File: src/gcd_pkg.sv
// Shared types, constants and the denomination table of the change dispenser.
// Depends on nothing; imported by every module of the block.
package gcd_pkg;

   localparam int NUM_DENOMS = 14;
   localparam int IDX_W      = 4;
   localparam int DISP_W     = 8;
   localparam int AMT_W      = 24;
   localparam int STATUS_W   = 2;
   localparam int VALUE_W    = 18;
   localparam int NZ_W       = 4;
   localparam int SHIFT_W    = 3;
   localparam int DIV_X_W    = 20;
   localparam int RECIP_W    = 30;
   localparam int RECIP_SHIFT = 32;
   localparam int PROD_W     = DIV_X_W + RECIP_W;
   localparam int WIDE_W     = VALUE_W + DISP_W;

   localparam int REQ_TDATA_W   = 2 * AMT_W;
   localparam int RSP_FIELDS_W  = IDX_W + DISP_W + AMT_W + 1;
   localparam int RSP_TDATA_W   = ((RSP_FIELDS_W + 7) / 8) * 8;
   localparam int RSP_DISP_POS  = IDX_W;
   localparam int RSP_REM_POS   = IDX_W + DISP_W;
   localparam int RSP_EMPTY_POS = IDX_W + DISP_W + AMT_W;

   localparam int QUEUE_DEPTH_DEFAULT = 2;

   localparam logic [DISP_W-1:0]   REFILL_RESET     = 8'd5;
   localparam logic [IDX_W-1:0]    LAST_DENOM       = 4'(NUM_DENOMS - 1);
   localparam logic [NZ_W-1:0]     ALL_DENOMS       = 4'(NUM_DENOMS);
   localparam logic [STATUS_W-1:0] STATUS_PAID      = 2'd0;
   localparam logic [STATUS_W-1:0] STATUS_UNDERPAID = 2'd1;
   localparam logic [STATUS_W-1:0] STATUS_REFILLED  = 2'd2;

   typedef enum logic [1:0] {
      CMD_PAY,
      CMD_UNDERPAID,
      CMD_REFILL
   } cmd_kind_type;

   typedef struct packed {
      cmd_kind_type     kind;
      logic [AMT_W-1:0] change;
   } cmd_type;

   typedef struct packed {
      logic [IDX_W-1:0]    denom_index;
      logic [DISP_W-1:0]   dispensed;
      logic [AMT_W-1:0]    remaining_cents;
      logic [STATUS_W-1:0] status;
      logic                stock_empty;
      logic                last;
   } result_type;

   // Value of each denomination in cents, largest first.
   function automatic logic [VALUE_W-1:0] denom_value(input logic [IDX_W-1:0] idx);
      logic [VALUE_W-1:0] value;
      unique case (idx)
         4'd0:    value = 18'd200000;
         4'd1:    value = 18'd100000;
         4'd2:    value = 18'd50000;
         4'd3:    value = 18'd20000;
         4'd4:    value = 18'd10000;
         4'd5:    value = 18'd5000;
         4'd6:    value = 18'd2500;
         4'd7:    value = 18'd2000;
         4'd8:    value = 18'd1000;
         4'd9:    value = 18'd500;
         4'd10:   value = 18'd100;
         4'd11:   value = 18'd50;
         4'd12:   value = 18'd20;
         4'd13:   value = 18'd5;
         default: value = 18'd0;
      endcase
      return value;
   endfunction

   // Every value is 2**shift * 5**k; this gives the power-of-two part.
   function automatic logic [SHIFT_W-1:0] denom_shift(input logic [IDX_W-1:0] idx);
      logic [SHIFT_W-1:0] shift;
      unique case (idx)
         4'd0:    shift = 3'd6;
         4'd1:    shift = 3'd5;
         4'd2:    shift = 3'd4;
         4'd3:    shift = 3'd5;
         4'd4:    shift = 3'd4;
         4'd5:    shift = 3'd3;
         4'd6:    shift = 3'd2;
         4'd7:    shift = 3'd4;
         4'd8:    shift = 3'd3;
         4'd9:    shift = 3'd2;
         4'd10:   shift = 3'd2;
         4'd11:   shift = 3'd1;
         4'd12:   shift = 3'd2;
         4'd13:   shift = 3'd0;
         default: shift = 3'd0;
      endcase
      return shift;
   endfunction

   // ceil(2**32 / 5**k) for the odd part of each value; exact for quotients below 256.
   function automatic logic [RECIP_W-1:0] denom_recip(input logic [IDX_W-1:0] idx);
      logic [RECIP_W-1:0] recip;
      unique case (idx)
         4'd0:    recip = 30'd1374390;
         4'd1:    recip = 30'd1374390;
         4'd2:    recip = 30'd1374390;
         4'd3:    recip = 30'd6871948;
         4'd4:    recip = 30'd6871948;
         4'd5:    recip = 30'd6871948;
         4'd6:    recip = 30'd6871948;
         4'd7:    recip = 30'd34359739;
         4'd8:    recip = 30'd34359739;
         4'd9:    recip = 30'd34359739;
         4'd10:   recip = 30'd171798692;
         4'd11:   recip = 30'd171798692;
         4'd12:   recip = 30'd858993460;
         4'd13:   recip = 30'd858993460;
         default: recip = 30'd0;
      endcase
      return recip;
   endfunction

endpackage

File: src/gcd_front.sv
// Front end: accepts request words, computes the change and classifies the item.
// Depends on gcd_pkg.
module gcd_front import gcd_pkg::*; (
   input  logic                   clock,
   input  logic                   reset,
   input  logic                   req_tvalid,
   output logic                   req_tready,
   input  logic [REQ_TDATA_W-1:0] req_tdata,
   input  logic                   req_tuser,
   output logic                   cmd_valid,
   output cmd_type                cmd,
   input  logic                   cmd_ready
);

   logic             valid_ff, valid_in;
   cmd_type          cmd_ff, cmd_in;
   logic [AMT_W-1:0] due, tendered;

   assign req_tready = !valid_ff || cmd_ready;

   always_comb begin
      due         = req_tdata[AMT_W-1:0];
      tendered    = req_tdata[REQ_TDATA_W-1:AMT_W];
      cmd_in.change = tendered - due;
      if (req_tuser) begin
         cmd_in.kind = CMD_REFILL;
      end else if (tendered < due) begin
         cmd_in.kind = CMD_UNDERPAID;
      end else begin
         cmd_in.kind = CMD_PAY;
      end
      valid_in = req_tready ? req_tvalid : valid_ff;
   end

   always_ff @(posedge clock) begin
      if (reset) begin
         valid_ff <= 1'b0;
      end else begin
         valid_ff <= valid_in;
      end
      if (req_tvalid && req_tready) begin
         cmd_ff <= cmd_in;
      end
   end

   assign cmd_valid = valid_ff;
   assign cmd       = cmd_ff;

endmodule

File: src/gcd_queue.sv
// Short command queue between the front end and the dispensing engine.
// Depends on gcd_pkg.
module gcd_queue import gcd_pkg::*; #(
   parameter int DEPTH = QUEUE_DEPTH_DEFAULT
) (
   input  logic    clock,
   input  logic    reset,
   input  logic    push_valid,
   output logic    push_ready,
   input  cmd_type push_data,
   output logic    pop_valid,
   input  logic    pop_ready,
   output cmd_type pop_data
);

   localparam int PTR_W = $clog2(DEPTH);
   localparam int CNT_W = $clog2(DEPTH + 1);

   cmd_type          mem_ff [DEPTH];
   logic [PTR_W-1:0] wr_ptr_ff, wr_ptr_in, rd_ptr_ff, rd_ptr_in;
   logic [CNT_W-1:0] count_ff, count_in;
   logic             push, pop;

   assign push_ready = (count_ff != CNT_W'(DEPTH));
   assign pop_valid  = (count_ff != '0);
   assign pop_data   = mem_ff[rd_ptr_ff];
   assign push       = push_valid && push_ready;
   assign pop        = pop_valid && pop_ready;

   always_comb begin
      wr_ptr_in = wr_ptr_ff;
      rd_ptr_in = rd_ptr_ff;
      count_in  = count_ff;
      if (push) begin
         wr_ptr_in = (wr_ptr_ff == PTR_W'(DEPTH - 1)) ? '0 : wr_ptr_ff + 1'b1;
      end
      if (pop) begin
         rd_ptr_in = (rd_ptr_ff == PTR_W'(DEPTH - 1)) ? '0 : rd_ptr_ff + 1'b1;
      end
      if (push && !pop) begin
         count_in = count_ff + 1'b1;
      end else if (pop && !push) begin
         count_in = count_ff - 1'b1;
      end
   end

   always_ff @(posedge clock) begin
      if (reset) begin
         wr_ptr_ff <= '0;
         rd_ptr_ff <= '0;
         count_ff  <= '0;
      end else begin
         wr_ptr_ff <= wr_ptr_in;
         rd_ptr_ff <= rd_ptr_in;
         count_ff  <= count_in;
      end
      if (push) begin
         mem_ff[wr_ptr_ff] <= push_data;
      end
   end

endmodule

File: src/gcd_back.sv
// Dispensing engine: holds the stocks, walks the denominations and drives the result register.
// Depends on gcd_pkg.
module gcd_back import gcd_pkg::*; (
   input  logic              clock,
   input  logic              reset,
   input  logic              cmd_valid,
   output logic              cmd_ready,
   input  cmd_type           cmd,
   input  logic [DISP_W-1:0] refill_count,
   output logic              rsp_valid,
   input  logic              rsp_ready,
   output result_type        result
);

   typedef enum logic [1:0] {
      ST_IDLE,
      ST_DIVIDE,
      ST_EMIT
   } state_type;

   state_type          state_ff, state_in;
   cmd_kind_type       kind_ff, kind_in;
   logic [AMT_W-1:0]   rem_ff, rem_in;
   logic [IDX_W-1:0]   idx_ff, idx_in;
   logic [DISP_W-1:0]  quot_ff, quot_in;
   logic [DISP_W-1:0]  stock_ff [NUM_DENOMS];
   logic [DISP_W-1:0]  stock_in [NUM_DENOMS];
   logic [NZ_W-1:0]    nz_ff, nz_in;
   logic               out_valid_ff, out_valid_in;
   result_type         out_ff, out_in;

   logic [VALUE_W-1:0] denom_cents;
   logic [DIV_X_W-1:0] scaled;
   logic [PROD_W-1:0]  product;
   logic [WIDE_W-1:0]  paid;
   logic [DISP_W-1:0]  quot_calc, give, stock_cur, stock_new;
   logic [AMT_W-1:0]   rem_new;
   logic [NZ_W-1:0]    nz_pay;
   logic               saturate, slot_free;

   assign cmd_ready = (state_ff == ST_IDLE);
   assign slot_free = !out_valid_ff || rsp_ready;

   always_comb begin
      stock_cur = '0;
      for (int i = 0; i < NUM_DENOMS; i++) begin
         if (idx_ff == IDX_W'(i)) begin
            stock_cur = stock_ff[i];
         end
      end
      denom_cents = denom_value(idx_ff);
      // Quotient by shift and reciprocal multiply; 256 or more pieces saturate,
      // since no stock holds more than 255.
      saturate  = (WIDE_W'(rem_ff) >= {denom_cents, DISP_W'(0)});
      scaled    = DIV_X_W'(rem_ff >> denom_shift(idx_ff));
      product   = PROD_W'(scaled) * PROD_W'(denom_recip(idx_ff));
      quot_calc = saturate ? '1 : product[RECIP_SHIFT +: DISP_W];
      // Cap by the stock and take the pieces given out from the change.
      give      = (quot_ff < stock_cur) ? quot_ff : stock_cur;
      paid      = WIDE_W'(give) * WIDE_W'(denom_cents);
      rem_new   = rem_ff - paid[AMT_W-1:0];
      stock_new = stock_cur - give;
      nz_pay    = nz_ff - NZ_W'((stock_cur != '0) && (stock_new == '0));
   end

   always_comb begin
      state_in     = state_ff;
      kind_in      = kind_ff;
      rem_in       = rem_ff;
      idx_in       = idx_ff;
      quot_in      = quot_ff;
      stock_in     = stock_ff;
      nz_in        = nz_ff;
      out_in       = out_ff;
      out_valid_in = out_valid_ff && !rsp_ready;

      unique case (state_ff)
         ST_IDLE: begin
            if (cmd_valid) begin
               kind_in  = cmd.kind;
               rem_in   = cmd.change;
               idx_in   = '0;
               quot_in  = '0;
               state_in = (cmd.kind == CMD_PAY) ? ST_DIVIDE : ST_EMIT;
            end
         end
         ST_DIVIDE: begin
            quot_in  = quot_calc;
            state_in = ST_EMIT;
         end
         ST_EMIT: begin
            if (slot_free) begin
               out_valid_in = 1'b1;
               unique case (kind_ff)
                  CMD_PAY: begin
                     for (int i = 0; i < NUM_DENOMS; i++) begin
                        if (idx_ff == IDX_W'(i)) begin
                           stock_in[i] = stock_new;
                        end
                     end
                     nz_in                  = nz_pay;
                     rem_in                 = rem_new;
                     out_in.denom_index     = idx_ff;
                     out_in.dispensed       = give;
                     out_in.remaining_cents = rem_new;
                     out_in.status          = STATUS_PAID;
                     out_in.stock_empty     = (nz_pay == '0);
                     out_in.last            = (idx_ff == LAST_DENOM);
                     if (idx_ff == LAST_DENOM) begin
                        state_in = ST_IDLE;
                     end else begin
                        idx_in   = idx_ff + 1'b1;
                        quot_in  = '0;
                        state_in = ST_DIVIDE;
                     end
                  end
                  CMD_UNDERPAID: begin
                     out_in.denom_index     = '0;
                     out_in.dispensed       = '0;
                     out_in.remaining_cents = '0;
                     out_in.status          = STATUS_UNDERPAID;
                     out_in.stock_empty     = (nz_ff == '0);
                     out_in.last            = 1'b1;
                     state_in               = ST_IDLE;
                  end
                  CMD_REFILL: begin
                     for (int i = 0; i < NUM_DENOMS; i++) begin
                        stock_in[i] = refill_count;
                     end
                     nz_in                  = (refill_count != '0) ? ALL_DENOMS : '0;
                     out_in.denom_index     = '0;
                     out_in.dispensed       = '0;
                     out_in.remaining_cents = '0;
                     out_in.status          = STATUS_REFILLED;
                     out_in.stock_empty     = (refill_count == '0);
                     out_in.last            = 1'b1;
                     state_in               = ST_IDLE;
                  end
                  default: begin
                     out_valid_in = out_valid_ff && !rsp_ready;
                     state_in     = ST_IDLE;
                  end
               endcase
            end
         end
         default: begin
            state_in = ST_IDLE;
         end
      endcase
   end

   always_ff @(posedge clock) begin
      if (reset) begin
         state_ff     <= ST_IDLE;
         out_valid_ff <= 1'b0;
         nz_ff        <= ALL_DENOMS;
         for (int i = 0; i < NUM_DENOMS; i++) begin
            stock_ff[i] <= REFILL_RESET;
         end
      end else begin
         state_ff     <= state_in;
         out_valid_ff <= out_valid_in;
         nz_ff        <= nz_in;
         stock_ff     <= stock_in;
      end
      kind_ff <= kind_in;
      rem_ff  <= rem_in;
      idx_ff  <= idx_in;
      quot_ff <= quot_in;
      out_ff  <= out_in;
   end

   assign rsp_valid = out_valid_ff;
   assign result    = out_ff;

endmodule

File: src/greedy_change_dispenser_unit.sv
// Top level of the change dispenser: front end, command queue, dispensing engine.
// Depends on gcd_pkg, gcd_front, gcd_queue and gcd_back.
//
// Usage:
//   req channel: one word per item. tuser is the op (0 pay, 1 refill); tdata carries
//   the amount due and the amount tendered in cents. A pay word yields 14 rsp words,
//   largest denomination first; an underpaid pay word or a refill word yields one.
//   rsp channel: each word gives the denomination, the pieces given out, the change
//   still owed and the empty-stock flag; tuser is the status, tlast marks the final
//   word of an item.
//   csr port: csr_wen writes csr_wdata into the refill count. Write it only while
//   the block is idle.
// Timing: the front end registers each word and the queue holds it for the engine. The
//   engine walks each denomination in two steps (shift and reciprocal multiply for the
//   quotient, then the stock cap, stock update and result register load), and takes no
//   new item until the last denomination is done; underpaid and refill items need only
//   the second step. The second step waits while the result slot is still full.
// Reset: clears all handshake state, sets every stock and the refill count to 5.
// Stall: a word held on rsp freezes the engine once its next result is ready; the
//   queue and the front end keep taking req words until they fill up.
module greedy_change_dispenser_unit import gcd_pkg::*; #(
   parameter int QUEUE_DEPTH = QUEUE_DEPTH_DEFAULT
) (
   input  logic                   clock,
   input  logic                   reset,
   input  logic                   req_tvalid,
   output logic                   req_tready,
   input  logic [REQ_TDATA_W-1:0] req_tdata,  // amount_due_cents[23:0], tendered_cents[47:24]
   input  logic                   req_tuser,  // op[0]
   output logic                   rsp_tvalid,
   input  logic                   rsp_tready,
   output logic [RSP_TDATA_W-1:0] rsp_tdata,  // denom_index[3:0], dispensed[11:4],
                                              // remaining_cents[35:12], stock_empty[36]
   output logic [STATUS_W-1:0]    rsp_tuser,  // status[1:0]
   output logic                   rsp_tlast,
   input  logic                   csr_wen,
   input  logic [DISP_W-1:0]      csr_wdata
);

   logic              front_valid, front_ready;
   cmd_type           front_cmd;
   logic              queue_valid, queue_ready;
   cmd_type           queue_cmd;
   result_type        result;
   logic [DISP_W-1:0] refill_ff;

   // Hold the refill count; the engine samples it when a refill word executes.
   always_ff @(posedge clock) begin
      if (reset) begin
         refill_ff <= REFILL_RESET;
      end else if (csr_wen) begin
         refill_ff <= csr_wdata;
      end
   end

   gcd_front u_front (
      .clock      (clock),
      .reset      (reset),
      .req_tvalid (req_tvalid),
      .req_tready (req_tready),
      .req_tdata  (req_tdata),
      .req_tuser  (req_tuser),
      .cmd_valid  (front_valid),
      .cmd        (front_cmd),
      .cmd_ready  (front_ready)
   );

   gcd_queue #(
      .DEPTH (QUEUE_DEPTH)
   ) u_queue (
      .clock      (clock),
      .reset      (reset),
      .push_valid (front_valid),
      .push_ready (front_ready),
      .push_data  (front_cmd),
      .pop_valid  (queue_valid),
      .pop_ready  (queue_ready),
      .pop_data   (queue_cmd)
   );

   gcd_back u_back (
      .clock        (clock),
      .reset        (reset),
      .cmd_valid    (queue_valid),
      .cmd_ready    (queue_ready),
      .cmd          (queue_cmd),
      .refill_count (refill_ff),
      .rsp_valid    (rsp_tvalid),
      .rsp_ready    (rsp_tready),
      .result       (result)
   );

   // Pack the result word; pad the top of tdata with zeros.
   assign rsp_tdata = {(RSP_TDATA_W - RSP_FIELDS_W)'(0), result.stock_empty,
                       result.remaining_cents, result.dispensed, result.denom_index};
   assign rsp_tuser = result.status;
   assign rsp_tlast = result.last;

endmodule

File: config.mk
export PLATFORM = sky130hd
export DESIGN_NAME = greedy_change_dispenser_unit
export DESIGN_NICKNAME = d
export VERILOG_FILES = /design/src/gcd_pkg.sv /design/src/gcd_front.sv /design/src/gcd_queue.sv /design/src/gcd_back.sv /design/src/greedy_change_dispenser_unit.sv
export SDC_FILE = /design/constraint.sdc
export NUM_CORES = 2
export LEC_CHECK = 0
export BUFFER_PORTS_ARGS = -buffer_cell sky130_fd_sc_hd__buf_2
export CAP_MARGIN = 20
export CORE_ASPECT_RATIO = 0.6
export CORE_MARGIN = 2
export CORE_UTILIZATION = 55
export DETAILED_ROUTE_END_ITERATION = 8
export HOLD_SLACK_MARGIN = 0.03
export PLACE_DENSITY = 0.72
export SETUP_SLACK_MARGIN = 0.05
export SLEW_MARGIN = 15
export SYNTH_ARGS = -nofsm -noshare
export SYNTH_HDL_FRONTEND = slang
export SYNTH_SLANG_ARGS = --single-unit
File: constraint.sdc
create_clock -name clock -period 10.1 [get_ports clock]
set_input_delay 3.03 -clock clock [delete_from_list [all_inputs] [get_ports clock]]
set_output_delay 3.03 -clock clock [all_outputs]
set_load 0.03 [all_outputs]
==> flow_metrics.py <==
metrics = {
    "drt": {
        "drc": 0,
        "wl_per_cell_um": 20.8,
        "wl_um": 99200,
        "drt_iter0_drc": 2668,
        "viasPerCell": 5.68,
        "drtAntennaViolNets": 0,
        "vias": 27100,
        "first_pass_iters": 8,
    },
    "clock_tree": {
        "cts_sinks": 330,
        "cts_setup_buffers": 0,
        "cts_max_path_buffers": 3,
        "cts_tree": "yes",
        "htreeDepth": 1,
        "clock_latency_ps": 600,
        "cts_buffers": 29,
        "path_clk_slew_ps": 80,
        "cts_root_buf": "clkbuf_16",
    },
    "synth": {
        "yosys_warnings": 0,
        "synth_async_sr_flop_share": 0,
        "syn_avg_cell_area_um2": 9.40,
        "ys_types": 83,
        "yosysSeqAreaShare": 0.225,
        "yosysTopAreaCellShare": 0.278,
        "synthFlopType": "dfxtp_1",
        "syn-cell-area_um2": 36300,
        "synth_top_cells_by_area": "fa_1, edfxtp_1, ha_1",
        "ys_seq_elements": 330,
        "syn_inst": 3866,
        "yosys.area.top_type": "fa_1",
        "synth_edf_count": 156,
    },
    "timing": {
        "max-slew-margin-rel": 0.170,
        "setup_viol": 0,
        "period_share": 0.951,
        "finalCriticalPeriod_ps": 9600,
        "finalHoldViolCount": 0,
        "rsz0062_at_grt": "no",
        "tns_ps": 0,
        "fmax_mhz": 104,
        "finalClockSkew_ps": 24.6,
        "slew_viol_final": 0,
        "tightest_slew_ps": 1240,
    },
    "worst_setup_path": {
        "end_kind": "register",
        "critPathRequiredTime_ps": 10450,
        "crit_path_start_kind": "register",
        "reg2reg_from": "u_back.idx_ff[0]",
        "slowest_stage": "mux2_2",
        "path_common_cell": "inv_1",
        "cp_max_fo": 23,
        "crit_type": "register to register",
        "worstSetupStartpoint": "u_back.idx_ff[0]",
        "crit_arrival_ps": 9960,
        "cpPeakStageDelay_ps": 580,
    },
    "layout": {
        "layout.nets": 4753,
        "fillers": 5619,
        "area_growth_syn_to_layout_pct": 6.54,
        "drive_gt1_frac": 0.0756,
        "insertedDiodeCount": 0,
        "layout_common_cells": "inv_1, fa_1, nand2_1, ha_1, nor2_1",
        "final_common_cell": "inv_1",
        "fin_util": 0.597,
    },
    "grt": {
        "grt.overflow.total": 0,
        "grt_start_max_net_pins": 78,
        "gr-usage-all-layers": 0.300,
        "grt_pass1_wl_um": 157000,
        "grt_antenna_before_repair": 3,
        "grt_pass1_vias": 27100,
    },
    "die": {
        "die_width_um": 336,
        "io_pins": 107,
        "start_util": 0.560,
        "die-height_um": 203,
        "rows": 72,
        "die_area_um2": 68200,
        "core-area_um2": 64900,
    },
    "hold_path": {
        "holdCritStartpoint": "u_front.cmd[21]",
        "hp-class": "register to register",
    },
    "run": {
        "max-cap-violations": 0,
    },
    "placed_design": {
        "port_buffers": 103,
        "gp_congestion": 0.985,
        "dp_hpwl_um": 79300,
    },
    "run_status": {
        "status": "completed",
    },
}
-- through the flow --
step / hold WS (ps) / setup slack, ps / cell area [um2] / std cells
final: 443 / 496 / 38700 / 4766
after global routing: 466 / 69.8 / 38700 / 4766
after CTS: 447 / 410 / 38700 / 4762
after detailed placement: 433 / 460 / 37800 / 4708
after global placement: 423 / 626 / 37700 / 4705
after floorplan: 421 / 1640 / 36400 / 3868
-- kinds of logic after synthesis --
logic type | Yosys count | synth area share
AO/OA/AOI/OAI | 548 | 0.100
AND/OR/NAND/NOR | 1130 | 0.154
other | 1 | 0.000103
flip-flops | 330 | 0.225
multiplexers | 67 | 0.0251
adder cells (fa/ha/maj) | 799 | 0.379
XOR/XNOR | 78 | 0.0192
buffers and inverters | 913 | 0.0969
-- registers in the layout, indices dropped and copies added, names as in the netlist, 8 cells and up, named ones only --
signal	flops
u_back.quot_ff	8
u_front.cmd	26
u_back.denom_cents	18
u_back.result	40
u_queue.mem_ff	52
refill_ff	8
u_back.stock_ff	112
u_back.rem_ff	24
-- worst max-delay path: cells and delay by family (launching register included) --
| kind | cells | cell delay, ps |
|---|---|---|
| and+or+nand+nor | 6 | 1350 |
| AOI/OAI and AO/OA | 14 | 3150 |
| muxes | 1 | 580 |
| adders and majority gates | 7 | 2820 |
| buffers and inverters | 7 | 950 |
| DFF | 1 | 500 |
-- timing repair --
item                                    CTS  global route
hold buffers                              0             0
gates resized for setup                   0             3
hold endpoints to repair                  0             0
endpoints found under the setup margin    0            12
-- area by class of cell --
| type | count | area (um2) | share of cell area |
|---|---|---|---|
| clock inverter | 18 | 116 | 0.00301 |
| inverter | 732 | 2750 | 0.0710 |
| timing repair buffer | 174 | 1080 | 0.0279 |
| tap | 851 | 1060 | 0.0275 |
| multi-input combinational | 2625 | 24800 | 0.639 |
| clock buffer | 36 | 793 | 0.0205 |
| sequential | 330 | 8170 | 0.211 |
-- path summary, 6_finish.rpt --
path                      endpoint  slack [ps]  cells past startpoint
max              u_back.rem_ff[23]         500                     35
min          u_queue.mem_ff[0][21]         440                      0
max reg2reg      u_back.rem_ff[23]         500                     35
min reg2reg  u_queue.mem_ff[0][21]         440                      0
-- synth_stat cells, types with 6 or more instances --
master / instances
fa_1: 505
o31ai_1: 6
nor2b_1: 137
nand4_1: 14
nor3_1: 30
o22ai_1: 6
nand2_1: 338
buf_4: 8
o21a_1: 18
xnor2_1: 52
ha_1: 294
o211ai_1: 22
buf_1: 9
xor2_1: 25
nand3_1: 27
a31oi_1: 9
and3_1: 11
edfxtp_1: 156
or2_2: 6
clkbuf_1: 126
a211oi_1: 90
a21o_1: 39
and2_1: 228
mux4_2: 17
o21bai_1: 6
a21boi_0: 8
a21oi_1: 156
nand2b_1: 24
dfxtp_1: 174
nand3b_1: 25
a2bb2oi_1: 6
and4_1: 6
or3_1: 13
buf_2: 35
a211o_1: 34
nor2_1: 247
o21ai_0: 88
mux2_2: 16
mux2i_1: 32
inv_1: 730
-- per-layer routing --
metal	vias to the layer above	track usage	part of all wire
met5	-	0.00567	0.00050
met4	2	0.0488	0.015
met3	103	0.104	0.14
met2	1375	0.395	0.38
met1	13200	0.472	0.47
li1	12400	-	-
Power is left out: the tool's default activity adds up to more than one toggle a clock period on the data nets, which glitch-free logic cannot reach.
